==> config.mk <==
export PLATFORM = sky130hd
export DESIGN_NAME = touch_sample_qualify_and_map
export DESIGN_NICKNAME = d
export VERILOG_FILES = /design/src/hdl/tsqm_pkg.sv /design/src/hdl/tsqm_ring_qual.sv /design/src/hdl/tsqm_axis_map.sv /design/src/hdl/touch_sample_qualify_and_map.sv
export VERILOG_INCLUDE_DIRS = /design/src /design/src/hdl
export SDC_FILE = /design/constraint.sdc
export NUM_CORES = 2
export LEC_CHECK = 0
export BUFFER_PORTS_ARGS = -buffer_cell sky130_fd_sc_hd__buf_2
export CAP_MARGIN = 20
export CORE_MARGIN = 2
export CORE_UTILIZATION = 50
export CTS_CLUSTER_DIAMETER = 30
export DETAILED_ROUTE_END_ITERATION = 8
export PLACE_DENSITY_LB_ADDON = 0.12
export RECOVER_POWER = 25
export SETUP_SLACK_MARGIN = 0.3
export SLEW_MARGIN = 20
export SYNTH_ARGS = -nofsm -noshare
export SYNTH_HDL_FRONTEND = slang
export SYNTH_SLANG_ARGS = --single-unit
==> constraint.sdc <==
create_clock -name clk -period 33.9 [get_ports clk]
set_clock_uncertainty 0.05 [all_clocks]
set_input_delay 6.78 -clock clk [delete_from_list [all_inputs] [get_ports clk]]
set_output_delay 6.78 -clock clk [all_outputs]
set_load 0.02 [all_outputs]
==> src/hdl/assert_macros.svh <==
// ---------------------------------------------------------------------------
// assertion helpers shared by the touch qualifier rtl
// all macros sample on clk and are disabled while rst_n is low
// ---------------------------------------------------------------------------
`ifndef ASSERT_MACROS_SVH
`define ASSERT_MACROS_SVH

// plain property that must hold at every edge
`define TSQM_ASSERT(lbl, prop, msg) \
  lbl: assert property (@(posedge clk) disable iff (!rst_n) (prop)) else $error(msg);

// same-cycle implication
`define TSQM_ASSERT_IMP(lbl, ante, cons, msg) \
  lbl: assert property (@(posedge clk) disable iff (!rst_n) (ante) |-> (cons)) else $error(msg);

// next-cycle implication
`define TSQM_ASSERT_NXT(lbl, ante, cons, msg) \
  lbl: assert property (@(posedge clk) disable iff (!rst_n) (ante) |=> (cons)) else $error(msg);

`endif

==> src/hdl/tsqm_pkg.sv <==
// ---------------------------------------------------------------------------
// tsqm_pkg
// types, constants and codes shared by the touch sample qualifier and mapper
// ---------------------------------------------------------------------------
package tsqm_pkg;

  // block sizing
  localparam int RING_DEPTH  = 6;
  localparam int MAX_RETRIES = 40;
  localparam int SAMPLE_BITS = 12;

  // field widths fixed by the interface
  localparam int REQ_W   = 2;
  localparam int SMP_W   = 12;
  localparam int POS_W   = 12;
  localparam int TOL_W   = 12;
  localparam int PIX_W   = 13;
  localparam int GAIN_W  = 16;
  localparam int OFF_W   = 16;
  localparam int ORIENT_W = 3;
  localparam int CFG_IDX_W = 3;
  localparam int CFG_DATA_W = 16;
  localparam logic [POS_W-1:0] POS_MAX = {POS_W{1'b1}};

  // derived ring widths
  localparam int IDX_W   = (RING_DEPTH > 1) ? $clog2(RING_DEPTH) : 1;
  localparam int FILL_W  = $clog2(RING_DEPTH + 1);
  localparam int RETRY_W = $clog2(MAX_RETRIES + 1);
  localparam int SUM_W   = SAMPLE_BITS + $clog2(RING_DEPTH);
  localparam int CMP_W   = (SAMPLE_BITS > TOL_W) ? SAMPLE_BITS : TOL_W;

  // average by reciprocal multiply: ceil(2^k / depth), k is the sum width plus 4
  localparam int DIV_SHIFT = SUM_W + 4;
  localparam int RECIP_W   = DIV_SHIFT - $clog2(RING_DEPTH) + 1;
  localparam logic [RECIP_W-1:0] RECIP =
    RECIP_W'(((1 << DIV_SHIFT) + RING_DEPTH - 1) / RING_DEPTH);

  // signed width for scaled minus offset
  localparam int MAP_W = ((SAMPLE_BITS > OFF_W) ? SAMPLE_BITS : OFF_W) + 2;

  // request codes
  localparam logic [REQ_W-1:0] REQ_START   = 2'd0;
  localparam logic [REQ_W-1:0] REQ_SAMPLE  = 2'd1;
  localparam logic [REQ_W-1:0] REQ_CONFIRM = 2'd2;

  // register indexes
  localparam logic [CFG_IDX_W-1:0] CFG_ORIENT = 3'd0;
  localparam logic [CFG_IDX_W-1:0] CFG_WIDTH  = 3'd1;
  localparam logic [CFG_IDX_W-1:0] CFG_HEIGHT = 3'd2;
  localparam logic [CFG_IDX_W-1:0] CFG_XSCALE = 3'd3;
  localparam logic [CFG_IDX_W-1:0] CFG_YSCALE = 3'd4;
  localparam logic [CFG_IDX_W-1:0] CFG_XOFF   = 3'd5;
  localparam logic [CFG_IDX_W-1:0] CFG_YOFF   = 3'd6;
  localparam logic [CFG_IDX_W-1:0] CFG_TOL    = 3'd7;

  // register reset values
  localparam logic [ORIENT_W-1:0] ORIENT_RST = 3'd0;
  localparam logic [PIX_W-1:0]    WIDTH_RST  = 13'd320;
  localparam logic [PIX_W-1:0]    HEIGHT_RST = 13'd240;
  localparam logic [GAIN_W-1:0]   XSCALE_RST = 16'd5104;
  localparam logic [GAIN_W-1:0]   YSCALE_RST = 16'd3824;
  localparam logic [OFF_W-1:0]    XOFF_RST   = 16'd0;
  localparam logic [OFF_W-1:0]    YOFF_RST   = 16'd0;
  localparam logic [TOL_W-1:0]    TOL_RST    = 12'd70;

  // sequencing phase
  typedef enum logic [3:0] {
    PH_IDLE    = 4'b0001,
    PH_X       = 4'b0010,
    PH_Y       = 4'b0100,
    PH_CONFIRM = 4'b1000
  } phase_t;

  // controls from the sequencer to the ring
  typedef struct packed {
    logic                   clear;
    logic                   step;
    logic [SAMPLE_BITS-1:0] smp;
  } ring_ctl_t;

  // what the ring reports for the sample now offered
  typedef struct packed {
    logic                   pass;
    logic                   limit;
    logic [SAMPLE_BITS-1:0] avg;
  } ring_stat_t;

endpackage

==> src/hdl/tsqm_ring_qual.sv <==
// ---------------------------------------------------------------------------
// tsqm_ring_qual
// sample ring with running sum, average and tolerance check for one axis
// ---------------------------------------------------------------------------
module tsqm_ring_qual (
  input  logic                          clk,
  input  logic                          rst_n,
  input  tsqm_pkg::ring_ctl_t           ctl,
  input  logic [tsqm_pkg::TOL_W-1:0]    tolerance,
  output tsqm_pkg::ring_stat_t          stat
);

  logic [tsqm_pkg::SAMPLE_BITS-1:0] entry_r [tsqm_pkg::RING_DEPTH];
  logic [tsqm_pkg::SUM_W-1:0]       sum_r, sum_nxt;
  logic [tsqm_pkg::FILL_W-1:0]      fill_r;
  logic [tsqm_pkg::RETRY_W-1:0]     retry_r, retry_nxt;
  logic [tsqm_pkg::IDX_W-1:0]       slot_r, slot_sel, wr_idx, first_bad;

  logic                             full, limit, check;
  logic [tsqm_pkg::SUM_W-1:0]       sum_base;
  logic [tsqm_pkg::SAMPLE_BITS-1:0] entry_new [tsqm_pkg::RING_DEPTH];
  logic [tsqm_pkg::SUM_W+tsqm_pkg::RECIP_W-1:0] prod;
  logic [tsqm_pkg::SAMPLE_BITS-1:0] avg;
  logic [tsqm_pkg::RING_DEPTH-1:0]  offend;

  // slot that the next sample lands in
  always_comb begin
    full     = (fill_r == tsqm_pkg::FILL_W'(tsqm_pkg::RING_DEPTH));
    slot_sel = ({1'b0, slot_r} < (tsqm_pkg::IDX_W+1)'(tsqm_pkg::RING_DEPTH)) ? slot_r : '0;
    wr_idx   = full ? slot_sel : fill_r[tsqm_pkg::IDX_W-1:0];
  end

  // running sum and retry count after this sample
  always_comb begin
    sum_base  = full ? (sum_r - tsqm_pkg::SUM_W'(entry_r[slot_sel])) : sum_r;
    sum_nxt   = sum_base + tsqm_pkg::SUM_W'(ctl.smp);
    retry_nxt = retry_r + tsqm_pkg::RETRY_W'(1);
    limit     = full && (retry_nxt >= tsqm_pkg::RETRY_W'(tsqm_pkg::MAX_RETRIES));
    check     = full ? !limit
                     : (fill_r == tsqm_pkg::FILL_W'(tsqm_pkg::RING_DEPTH - 1));
  end

  // ring contents as they will be after the write
  always_comb begin
    for (int i = 0; i < tsqm_pkg::RING_DEPTH; i++) begin
      entry_new[i] = (wr_idx == tsqm_pkg::IDX_W'(i)) ? ctl.smp : entry_r[i];
    end
  end

  // truncated average by reciprocal multiply
  always_comb begin
    prod = tsqm_pkg::SUM_W'(sum_nxt) * tsqm_pkg::RECIP;
    avg  = tsqm_pkg::SAMPLE_BITS'(prod >> tsqm_pkg::DIV_SHIFT);
  end

  // distance of each entry from the average, first offender wins
  always_comb begin
    logic [tsqm_pkg::SAMPLE_BITS-1:0] d;
    first_bad = '0;
    for (int i = 0; i < tsqm_pkg::RING_DEPTH; i++) begin
      d = (entry_new[i] > avg) ? (entry_new[i] - avg) : (avg - entry_new[i]);
      offend[i] = (tsqm_pkg::CMP_W'(d) > tsqm_pkg::CMP_W'(tolerance));
    end
    for (int i = tsqm_pkg::RING_DEPTH - 1; i >= 0; i--) begin
      if (offend[i]) first_bad = tsqm_pkg::IDX_W'(i);
    end
  end

  always_comb begin
    stat.pass  = check && !(|offend);
    stat.limit = limit;
    stat.avg   = avg;
  end

  // ring storage, written by every sample step
  always_ff @(posedge clk) begin
    if (ctl.step) entry_r[wr_idx] <= ctl.smp;
  end

  // ring bookkeeping
  always_ff @(posedge clk) begin
    if (!rst_n) begin
      sum_r   <= '0;
      fill_r  <= '0;
      retry_r <= '0;
      slot_r  <= '0;
    end else if (ctl.clear || (ctl.step && stat.pass)) begin
      sum_r   <= '0;
      fill_r  <= '0;
      retry_r <= '0;
      slot_r  <= '0;
    end else if (ctl.step) begin
      sum_r <= sum_nxt;
      if (!full) fill_r <= fill_r + tsqm_pkg::FILL_W'(1);
      else retry_r <= retry_nxt;
      if (check && (|offend)) slot_r <= first_bad;
    end
  end

endmodule

==> src/hdl/tsqm_axis_map.sv <==
// ---------------------------------------------------------------------------
// tsqm_axis_map
// scale, offset and clamp of one raw axis value to a pixel coordinate
// ---------------------------------------------------------------------------
module tsqm_axis_map (
  input  logic [tsqm_pkg::SAMPLE_BITS-1:0] raw,
  input  logic [tsqm_pkg::GAIN_W-1:0]      scale,
  input  logic signed [tsqm_pkg::OFF_W-1:0] offset,
  input  logic [tsqm_pkg::PIX_W-1:0]       pixels,
  output logic [tsqm_pkg::POS_W-1:0]       pos
);

  logic [tsqm_pkg::SAMPLE_BITS+tsqm_pkg::GAIN_W-1:0] prod;
  logic [tsqm_pkg::SAMPLE_BITS-1:0]        scaled;
  logic signed [tsqm_pkg::MAP_W-1:0]       sc_ext, off_ext, coord, lim_ext;
  logic [tsqm_pkg::PIX_W-1:0]              pix_m1;
  logic [tsqm_pkg::POS_W-1:0]              lim;

  // gain with 16 fractional bits, then offset in signed wide form
  always_comb begin
    prod    = (tsqm_pkg::SAMPLE_BITS+tsqm_pkg::GAIN_W)'(raw) *
              (tsqm_pkg::SAMPLE_BITS+tsqm_pkg::GAIN_W)'(scale);
    scaled  = prod[tsqm_pkg::SAMPLE_BITS+tsqm_pkg::GAIN_W-1:tsqm_pkg::GAIN_W];
    sc_ext  = tsqm_pkg::MAP_W'(scaled);
    off_ext = tsqm_pkg::MAP_W'(offset);
    coord   = sc_ext - off_ext;
  end

  // clamp limit: pixels - 1, zero for an empty display, saturated to the field
  always_comb begin
    pix_m1 = pixels - tsqm_pkg::PIX_W'(1);
    if (pixels == '0) lim = '0;
    else if (pix_m1 > tsqm_pkg::PIX_W'(tsqm_pkg::POS_MAX)) lim = tsqm_pkg::POS_MAX;
    else lim = pix_m1[tsqm_pkg::POS_W-1:0];
    lim_ext = tsqm_pkg::MAP_W'(lim);
  end

  always_comb begin
    if (coord < 0) pos = '0;
    else if (coord > lim_ext) pos = lim;
    else pos = coord[tsqm_pkg::POS_W-1:0];
  end

endmodule

==> src/hdl/touch_sample_qualify_and_map.sv <==
// ---------------------------------------------------------------------------
// touch_sample_qualify_and_map
// qualifies touch converter samples per axis and maps the result to pixels
// ---------------------------------------------------------------------------
//  channel | direction | handshake            | payload
//  in_     | input     | in_valid / in_ready  | req_type, pen_down, sample
//  out_    | output    | out_valid / out_ready| touched, x_pos, y_pos, raw_x, raw_y
//  cfg_    | input     | cfg_valid / cfg_ready| index, data (8 registers)
//
//  one item per cycle unless a waiting result stalls it: each item is held in
//  the input register, and its result enters the output register as the item fires
//  the per-item path is the ring sum update, the reciprocal multiply for the
//  average and the six tolerance compares
//  synchronous active-low reset, no clearing pass; cfg_ready is always high
//  a waiting result stalls only items that produce a result; one more item
//  is held in the input register while the output waits
// ---------------------------------------------------------------------------
`include "assert_macros.svh"

module touch_sample_qualify_and_map (
  input  logic                               clk,
  input  logic                               rst_n,
  input  logic                               in_valid,
  output logic                               in_ready,
  input  logic [tsqm_pkg::REQ_W-1:0]         in_req_type,
  input  logic                               in_pen_down,
  input  logic [tsqm_pkg::SMP_W-1:0]         in_sample,
  output logic                               out_valid,
  input  logic                               out_ready,
  output logic                               out_touched,
  output logic [tsqm_pkg::POS_W-1:0]         out_x_pos,
  output logic [tsqm_pkg::POS_W-1:0]         out_y_pos,
  output logic [tsqm_pkg::POS_W-1:0]         out_raw_x,
  output logic [tsqm_pkg::POS_W-1:0]         out_raw_y,
  input  logic                               cfg_valid,
  output logic                               cfg_ready,
  input  logic [tsqm_pkg::CFG_IDX_W-1:0]     cfg_index,
  input  logic [tsqm_pkg::CFG_DATA_W-1:0]    cfg_data
);

  // configuration registers
  logic [tsqm_pkg::ORIENT_W-1:0] orient_r;
  logic [tsqm_pkg::PIX_W-1:0]    width_r, height_r;
  logic [tsqm_pkg::GAIN_W-1:0]   xscale_r, yscale_r;
  logic signed [tsqm_pkg::OFF_W-1:0] xoff_r, yoff_r;
  logic [tsqm_pkg::TOL_W-1:0]    tol_r;

  // input register
  logic                          in_v_r;
  logic [tsqm_pkg::REQ_W-1:0]    req_r;
  logic                          pen_r;
  logic [tsqm_pkg::SMP_W-1:0]    smp_r;

  // sequencing state
  tsqm_pkg::phase_t              phase_r, phase_nxt;
  logic [tsqm_pkg::SAMPLE_BITS-1:0] xavg_r, yavg_r;

  // output register
  logic                          out_v_r;
  logic                          touched_nxt;
  logic [tsqm_pkg::POS_W-1:0]    xpos_nxt, ypos_nxt, rawx_nxt, rawy_nxt;
  logic                          touched_r;
  logic [tsqm_pkg::POS_W-1:0]    xpos_r, ypos_r, rawx_r, rawy_r;

  logic                          is_start, is_sample, is_confirm, in_axis;
  logic                          has_result, fire, map_ok;
  tsqm_pkg::ring_ctl_t           ring_ctl;
  tsqm_pkg::ring_stat_t          ring_stat;
  logic [tsqm_pkg::SAMPLE_BITS-1:0] vx_sw, vy_sw, vx, vy;
  logic [tsqm_pkg::POS_W-1:0]    xpos_map, ypos_map;

  // configuration writes, always accepted
  assign cfg_ready = 1'b1;

  always_ff @(posedge clk) begin
    if (!rst_n) begin
      orient_r <= tsqm_pkg::ORIENT_RST;
      width_r  <= tsqm_pkg::WIDTH_RST;
      height_r <= tsqm_pkg::HEIGHT_RST;
      xscale_r <= tsqm_pkg::XSCALE_RST;
      yscale_r <= tsqm_pkg::YSCALE_RST;
      xoff_r   <= tsqm_pkg::XOFF_RST;
      yoff_r   <= tsqm_pkg::YOFF_RST;
      tol_r    <= tsqm_pkg::TOL_RST;
    end else if (cfg_valid) begin
      case (cfg_index)
        tsqm_pkg::CFG_ORIENT: orient_r <= cfg_data[tsqm_pkg::ORIENT_W-1:0];
        tsqm_pkg::CFG_WIDTH:  width_r  <= cfg_data[tsqm_pkg::PIX_W-1:0];
        tsqm_pkg::CFG_HEIGHT: height_r <= cfg_data[tsqm_pkg::PIX_W-1:0];
        tsqm_pkg::CFG_XSCALE: xscale_r <= cfg_data;
        tsqm_pkg::CFG_YSCALE: yscale_r <= cfg_data;
        tsqm_pkg::CFG_XOFF:   xoff_r   <= cfg_data;
        tsqm_pkg::CFG_YOFF:   yoff_r   <= cfg_data;
        tsqm_pkg::CFG_TOL:    tol_r    <= cfg_data[tsqm_pkg::TOL_W-1:0];
        default: ;
      endcase
    end
  end

  // decode of the registered item
  always_comb begin
    is_start   = (req_r == tsqm_pkg::REQ_START);
    is_sample  = (req_r == tsqm_pkg::REQ_SAMPLE);
    is_confirm = (req_r == tsqm_pkg::REQ_CONFIRM) && (phase_r == tsqm_pkg::PH_CONFIRM);
    in_axis    = (phase_r == tsqm_pkg::PH_X) || (phase_r == tsqm_pkg::PH_Y);
    has_result = (is_start && !pen_r) || (is_sample && in_axis && ring_stat.limit)
              || is_confirm;
    fire       = in_v_r && (!has_result || !out_v_r || out_ready);
    in_ready   = !in_v_r || fire;
  end

  // input register
  always_ff @(posedge clk) begin
    if (!rst_n) in_v_r <= 1'b0;
    else if (in_valid && in_ready) in_v_r <= 1'b1;
    else if (fire) in_v_r <= 1'b0;
  end

  always_ff @(posedge clk) begin
    if (in_valid && in_ready) begin
      req_r <= in_req_type;
      pen_r <= in_pen_down;
      smp_r <= in_sample;
    end
  end

  // ring for the axis being collected
  always_comb begin
    ring_ctl.clear = fire && is_start && pen_r;
    ring_ctl.step  = fire && is_sample && in_axis;
    ring_ctl.smp   = tsqm_pkg::SAMPLE_BITS'(smp_r);
  end

  tsqm_ring_qual u_ring (
    .clk       (clk),
    .rst_n     (rst_n),
    .ctl       (ring_ctl),
    .tolerance (tol_r),
    .stat      (ring_stat)
  );

  // phase sequencing
  always_comb begin
    phase_nxt = phase_r;
    if (fire) begin
      if (is_start) begin
        phase_nxt = pen_r ? tsqm_pkg::PH_X : tsqm_pkg::PH_IDLE;
      end else if (is_sample && in_axis) begin
        if (ring_stat.limit) phase_nxt = tsqm_pkg::PH_IDLE;
        else if (ring_stat.pass) begin
          phase_nxt = (phase_r == tsqm_pkg::PH_X) ? tsqm_pkg::PH_Y : tsqm_pkg::PH_CONFIRM;
        end
      end else if (is_confirm) begin
        phase_nxt = tsqm_pkg::PH_IDLE;
      end
    end
  end

  always_ff @(posedge clk) begin
    if (!rst_n) begin
      phase_r <= tsqm_pkg::PH_IDLE;
      xavg_r  <= '0;
      yavg_r  <= '0;
    end else begin
      phase_r <= phase_nxt;
      if (ring_ctl.step && !ring_stat.limit && ring_stat.pass) begin
        if (phase_r == tsqm_pkg::PH_X) xavg_r <= ring_stat.avg;
        else yavg_r <= ring_stat.avg;
      end
    end
  end

  // swap and reverse; full-scale minus value is the bitwise complement
  always_comb begin
    vx_sw = orient_r[0] ? yavg_r : xavg_r;
    vy_sw = orient_r[0] ? xavg_r : yavg_r;
    vx    = orient_r[1] ? ~vx_sw : vx_sw;
    vy    = orient_r[2] ? ~vy_sw : vy_sw;
  end

  tsqm_axis_map u_map_x (
    .raw    (vx),
    .scale  (xscale_r),
    .offset (xoff_r),
    .pixels (width_r),
    .pos    (xpos_map)
  );

  tsqm_axis_map u_map_y (
    .raw    (vy),
    .scale  (yscale_r),
    .offset (yoff_r),
    .pixels (height_r),
    .pos    (ypos_map)
  );

  // result payload: a mapped touch or an all-zero failure
  always_comb begin
    map_ok      = is_confirm && pen_r;
    touched_nxt = map_ok;
    xpos_nxt    = map_ok ? xpos_map : '0;
    ypos_nxt    = map_ok ? ypos_map : '0;
    rawx_nxt    = map_ok ? tsqm_pkg::POS_W'(vx) : '0;
    rawy_nxt    = map_ok ? tsqm_pkg::POS_W'(vy) : '0;
  end

  // output register
  always_ff @(posedge clk) begin
    if (!rst_n) out_v_r <= 1'b0;
    else if (fire && has_result) out_v_r <= 1'b1;
    else if (out_ready) out_v_r <= 1'b0;
  end

  always_ff @(posedge clk) begin
    if (fire && has_result) begin
      touched_r <= touched_nxt;
      xpos_r    <= xpos_nxt;
      ypos_r    <= ypos_nxt;
      rawx_r    <= rawx_nxt;
      rawy_r    <= rawy_nxt;
    end
  end

  assign out_valid   = out_v_r;
  assign out_touched = touched_r;
  assign out_x_pos   = xpos_r;
  assign out_y_pos   = ypos_r;
  assign out_raw_x   = rawx_r;
  assign out_raw_y   = rawy_r;

  // checks
  `TSQM_ASSERT_NXT(a_confirm_to_idle, fire && is_confirm, phase_r == tsqm_pkg::PH_IDLE, "confirm item did not return to idle")
  `TSQM_ASSERT_NXT(a_pass_advances, ring_ctl.step && ring_stat.pass && !ring_stat.limit, (phase_r == tsqm_pkg::PH_Y) || (phase_r == tsqm_pkg::PH_CONFIRM), "qualified axis did not advance")
  `TSQM_ASSERT_IMP(a_fail_zero, out_v_r && !touched_r, (xpos_r == '0) && (ypos_r == '0) && (rawx_r == '0) && (rawy_r == '0), "failure result carries nonzero fields")
  `TSQM_ASSERT_IMP(a_stall_cause, in_v_r && !in_ready, out_v_r && !out_ready && has_result, "input stalled without a waiting result")

endmodule
After elaboration in Yosys (flattened, before gate mapping)
Memories as Yosys holds them, arrays and structs flattened.
Cells that the tools add are included.
- bitwise operators: 6
- div/mod/pow operators: 0
- shifts and indexed selects: 0
- multipliers: 3
- reductions and logical operators: 57
- equality and inequality tests: 20
- mux-type cells: 45
- add/subtract/negate cells: 20
- order comparisons: 20
- operators by type and width (operator ; number):
    12-bit 2-to-1 mux ; 22
    12-bit greater-than comparator ; 12
    12-bit subtractor ; 12
    12-bit by 16-bit multiplier with 28-bit output ; 2
    17-bit by 13-bit greater-than comparator with 1-bit output ; 2
    17-bit by 1-bit < comparator with 1-bit output, second input constant ; 2
    13-bit by 16-bit subtractor with 17-bit output ; 2
    15-bit by 16-bit multiplier with 30-bit output, second input constant ; 1
    13-bit by 12-bit greater-than comparator with 1-bit output, second input constant ; 2
    13-bit zero test ; 2
    2-bit AND reduction ; 13
    13-bit by 1-bit subtractor with 13-bit output, second input constant ; 2
    3-bit equality test, second input constant ; 8
    3-bit 2-to-1 mux ; 8
    4-bit 2-to-1 mux ; 6
    12-bit inverter ; 2
    1-bit logical AND ; 18
    15-bit by 12-bit adder with 15-bit output ; 1
    15-bit 2-to-1 mux ; 1
    15-bit by 12-bit subtractor with 15-bit output ; 1
    3-bit by 2-bit equality test with 1-bit output, second input constant ; 4
    1-bit logical OR ; 7
    1-bit 2-to-1 mux ; 7
    6-bit by 1-bit adder with 6-bit output, second input constant ; 1
    20 further kinds ; 33
- register bits: 226
- bits in read-only memories: 0
- latch bits: 0
- RAM bits: 72
- output and inout bits: 52
- memories: 1
- bits of input ports: 39
- memories (name ; words ; width ; rd ports ; clocked after memory_dff ; wr ports ; RTL line ; text):
    u_ring.entry_r ; 6 ; 12 ; 7 ; 0 ; 1 ; tsqm_ring_qual.sv:13 ; logic [tsqm_pkg::SAMPLE_BITS-1:0] entry_r [tsqm_pkg::RING_DEPTH];

Longest topological paths before layout
An unclocked memory read counts as a cell.
- depth after elaboration: 17
- gate-level depth with buffers: 70
- gate-level depth less buffers: 67

Hierarchy
A second synthesis with hierarchy kept.
- cell total of the unflattened synthesis: 4437
- area, all modules: 39310.2 µm²
- by module, submodules not included (module ; instances ; seq. area each (µm²) ; area each (µm²) ; cells an instance):
    tsqm_ring_qual ; 1 ; 2702.6 ; 17468.0 ; 1912
    touch_sample_qualify_and_map ; 1 ; 4624.4 ; 7729.9 ; 791
    tsqm_axis_map at u_map_y ; 1 ; 0.0 ; 7098.1 ; 868
    tsqm_axis_map at u_map_x ; 1 ; 0.0 ; 7014.2 ; 866

Worst setup path before layout
OpenSTA, ideal clock, no wires.
- path kind: reg2reg
- start: reg u_ring.slot_r[0] (netlist bit)
- end: reg yavg_r[5] (netlist bit)
- data arrival time: 14.455 ns
- setup slack: 19.268 ns
- cell stages (with the launch flop): 59
- library setup time: 0.128 ns
- clock period less this slack: 14.632 ns
- cells stage by stage: dfxtp_1 buf_2 a21bo_2 buf_1 mux4_2 a21oi_1 ha_1 nor2b_1 o21ai_0 nand2b_1 a21oi_1 inv_1 a21oi_1 xor2_1 o21ai_0 ha_1 o41ai_1 o211ai_1 [... 23 more ...] o21ai_0 a21boi_0 o221a_2 o32a_1 o21a_1 o21a_1 o31ai_1 xnor2_1 ha_1 nand4_1 or2_2 o21ai_0 nand4_1 or2_2 nor2_1 buf_2 mux2i_1 nor2_1
- RTL lines (element ; RTL line ; text):
    start: declaration ; tsqm_ring_qual.sv:17 ; logic [tsqm_pkg::IDX_W-1:0] slot_r, slot_sel, wr_idx, first_bad;
    start signal: assignment ; tsqm_ring_qual.sv:96 ; if (check && (|offend)) slot_r <= first_bad;
    end signal: assignment ; touch_sample_qualify_and_map.sv:168 ; else yavg_r <= ring_stat.avg;
    end: declaration ; touch_sample_qualify_and_map.sv:56 ; logic [tsqm_pkg::SAMPLE_BITS-1:0] xavg_r, yavg_r;

==> flow_summary.toml <==
[outcome]
status = "finished, final reports clean"

[detailed_routing]
drc = 0
dr.first_iter.drc_count = 1980
ant_nets = 0
vias = 30685
dr.pass1.iters = 5
viasPerCell = 5.59
routed_wl_um = 111000
avgRoutedWirePerCell_um = 20.3

[synth]
synth_nets = 5245
synth_area_sq_um = 38600
muxShareOfSynthArea_pct = 6.08
ys_seq_area_share_pct = 19.0
synth.area.top_cells = "fa_1 18%, ha_1 16%, edfxtp_1 11%, dfxtp_1 8.4%, nand2_1 6.0%"
synth_top_area_share_pct = 18.5
yosysUniqueCellTypes = 92
synth_xor_area_share_pct = 4.42
synth_top_family_by_area = "adder cells"
avgSynthCellArea_sq_um = 8.87
synth_area_leader_cell = "fa_1"
async_flop_share_pct = 0
yosys_warnings = 0
synth_compound_area_share_pct = 12.5
synth_fa_ha_area_share_pct = 34.9
synth-edff-count = 136
yosys.area_share.simple_pct = 15.8
ys_ff_latch = 298
synthCells = 4350
synth_ff_type = "dfxtp_1"

[clocking]
cts_max_level = 3
cts-buffers-inserted = 71
post_cts.repair.setup_buffers = 0
clkLatencyLatePin_ns = 0.62
cts_hold_buffers = 0
cts-resized-gates = 0
clk_path_buf_depth = 3
cts_tree = "built"
clk_pin_slew_ns = 0.04
root_buffer = "clkbuf_16"
clkSinkCount = 298

[timing]
setup_tns_ns = 0
worstMarginPinSlew_ns = 1.43
clock.fmax_mhz = 61.2
slew_violations = 0
setup_viol = 0
layout_min_cycle_time_ns = 16.33
timing.final.crit_share_pct = 48.2
relSlewSlack_pct = 4.57
rsz0062_at_grt = "false"
finalHoldViolations = 0

[hold_path]
hold_path.class = "reg2reg"
hold_end = "yoff_r[6]"
hp-start = "yoff_r[6]"
hold_depth = 2

[worst_setup_path]
reg2regPathDepth = 66
worstSetupStartpoint = "u_ring.slot_r[0]"
crit_arrival_ns = 16.73
worstSetupPathType = "reg2reg"
cp-end-kind = "flip-flop"
slowest_delay_ns = 0.88
cp-start-kind = "flip-flop"
required_ns = 34.30
r2r_start = "u_ring.slot_r[0]"
crit_top_cell = "o21ai_0"
r2r_end = "xavg_r[8]"
cpMaxStageDelayCell = "dfxtp_1"
cp_max_fo = 18
rrSetupSlack_ns = 17.57

[grt]
grt_pass1_wl_um = 175000
grt_max_degree = 95
grt_pass1_vias = 30866
grtUsageTotal_pct = 28.6
grt_overflow_total = 0
antenna_found_initial = 6

[finish]
layout_common_cells = "620 x nand2_1, 569 x inv_1, 500 x ha_1"
syn2layout_area_growth_pct = 10.4
final_common_cell = "nand2_1"
nFillCells = 7096
stdcell_area_sq_um = 42600
final_nets = 5298
final_layout_size_suffix_gt1_share_pct = 9.05

[place]
place_congestion = 0.919
portBuffers = 89
postPlaceCellArea_sq_um = 40100
hpwl_um = 86000

[job]
drv_cap = 0

[die]
start_util_pct = 50.6
die_x_um = 282
die-area_sq_um = 79400
row_count = 101
io_pins = 91
dieHeight_um = 282
core-area_sq_um = 76200
==> cell families (layout without fill, tap and decap cells) <==
logic type      count (synthesis)  after routing
compound gates                742            742
xor+xnor                      190            190
fa+ha+maj                     865            865
buf+inv                       742            854
flops                         298            298
mux                           211            211
other cells                     1              2
simple gates                 1301           1301
==> metrics by stage <==
step	cells	hold WS [ns]	util [%]	worst slack (ns)
3_5_place_dp	5360	0.397	52.6	17.34
4_1_cts	5492	0.402	55.9	17.31
2_1_floorplan	4350	0.386	-	19.27
6_report	5493	0.399	55.9	17.57
3_3_place_gp	5360	0.392	52.6	17.62
5_1_grt	5492	0.416	55.9	16.22
==> layout make-up <==
type	instances	area, sq um	area share (%)
Inverter	571	2140	5.03
Clock buffer	83	1880	4.42
Tap cell	1030	1290	3.02
Antenna cell	1	2.50	0.00587
Timing Repair Buffer	151	906	2.13
Sequential cell	298	7330	17.2
Clock inverter	49	596	1.40
Multi-Input combinational cell	3310	28500	66.8
==> per-layer routing <==
metal | track usage, % | vias up | routed length [um]
li1 | - | 14745 | -
met1 | 38.4 | 14907 | 50100
met5 | 0 | - | 26
met3 | 4.23 | 205 | 5940
met2 | 47.1 | 824 | 51300
met4 | 10.1 | 4 | 3860
==> synthesized netlist by cell type (all sizes together), types with 17 or more instances <==
cell,instances
inv,571
edfxtp,136
nor2b,56
fa,356
nand3,77
nand4,41
a31oi,18
nand2b,44
and3,37
nor2,185
o21a,33
a21oi,254
and2,113
a211oi,33
nor3,43
mux2i,132
dfxtp,162
xnor2,133
nor4,17
or3,18
a21o,130
o21ai,121
mux2,67
ha,500
buf,22
xor2,55
nand2,620
clkbuf,149
==> worst max path at each step <==
stage,to,slack (ns),depth (start not counted)
2_1_floorplan,yavg_r[5],19.27,58
3_3_place_gp,u_ring.sum_r[1],17.62,63
3_5_place_dp,u_ring.sum_r[1],17.34,63
4_1_cts,u_ring.sum_r[1],17.31,63
5_1_grt,u_ring.fill_r[1],16.22,63
6_report,xavg_r[8],17.57,66
==> critical path: cells and delay by family, from the launching register on <==
| family | cells | cell delay (ns) |
|---|---|---|
| AOI/OAI and AO/OA | 26 | 6.01 |
| xor gates and xnor gates | 4 | 0.80 |
| adders and majority gates | 11 | 4.31 |
| buffers and inverters | 8 | 0.96 |
| DFF | 1 | 0.88 |
| muxes | 2 | 0.72 |
| and+or+nand+nor | 15 | 2.43 |
==> flip-flops by register name (all words and copies together) (netlist names), 12 cells and up <==
| name | count |
|---|---|
| u_ring.entry_r | 72 |
| xoff_r | 16 |
| xscale_r | 16 |
| yoff_r | 16 |
| yscale_r | 16 |
| u_ring.sum_r | 15 |
| height_r | 13 |
| width_r | 13 |
| out_raw_x | 12 |
| out_raw_y | 12 |
| out_x_pos | 12 |
| out_y_pos | 12 |
| smp_r | 12 |
| tol_r | 12 |
| xavg_r | 12 |
| yavg_r | 12 |
Power is left out: the tool's default activity adds up to more than one toggle a clock period on the data nets, which glitch-free logic cannot reach.
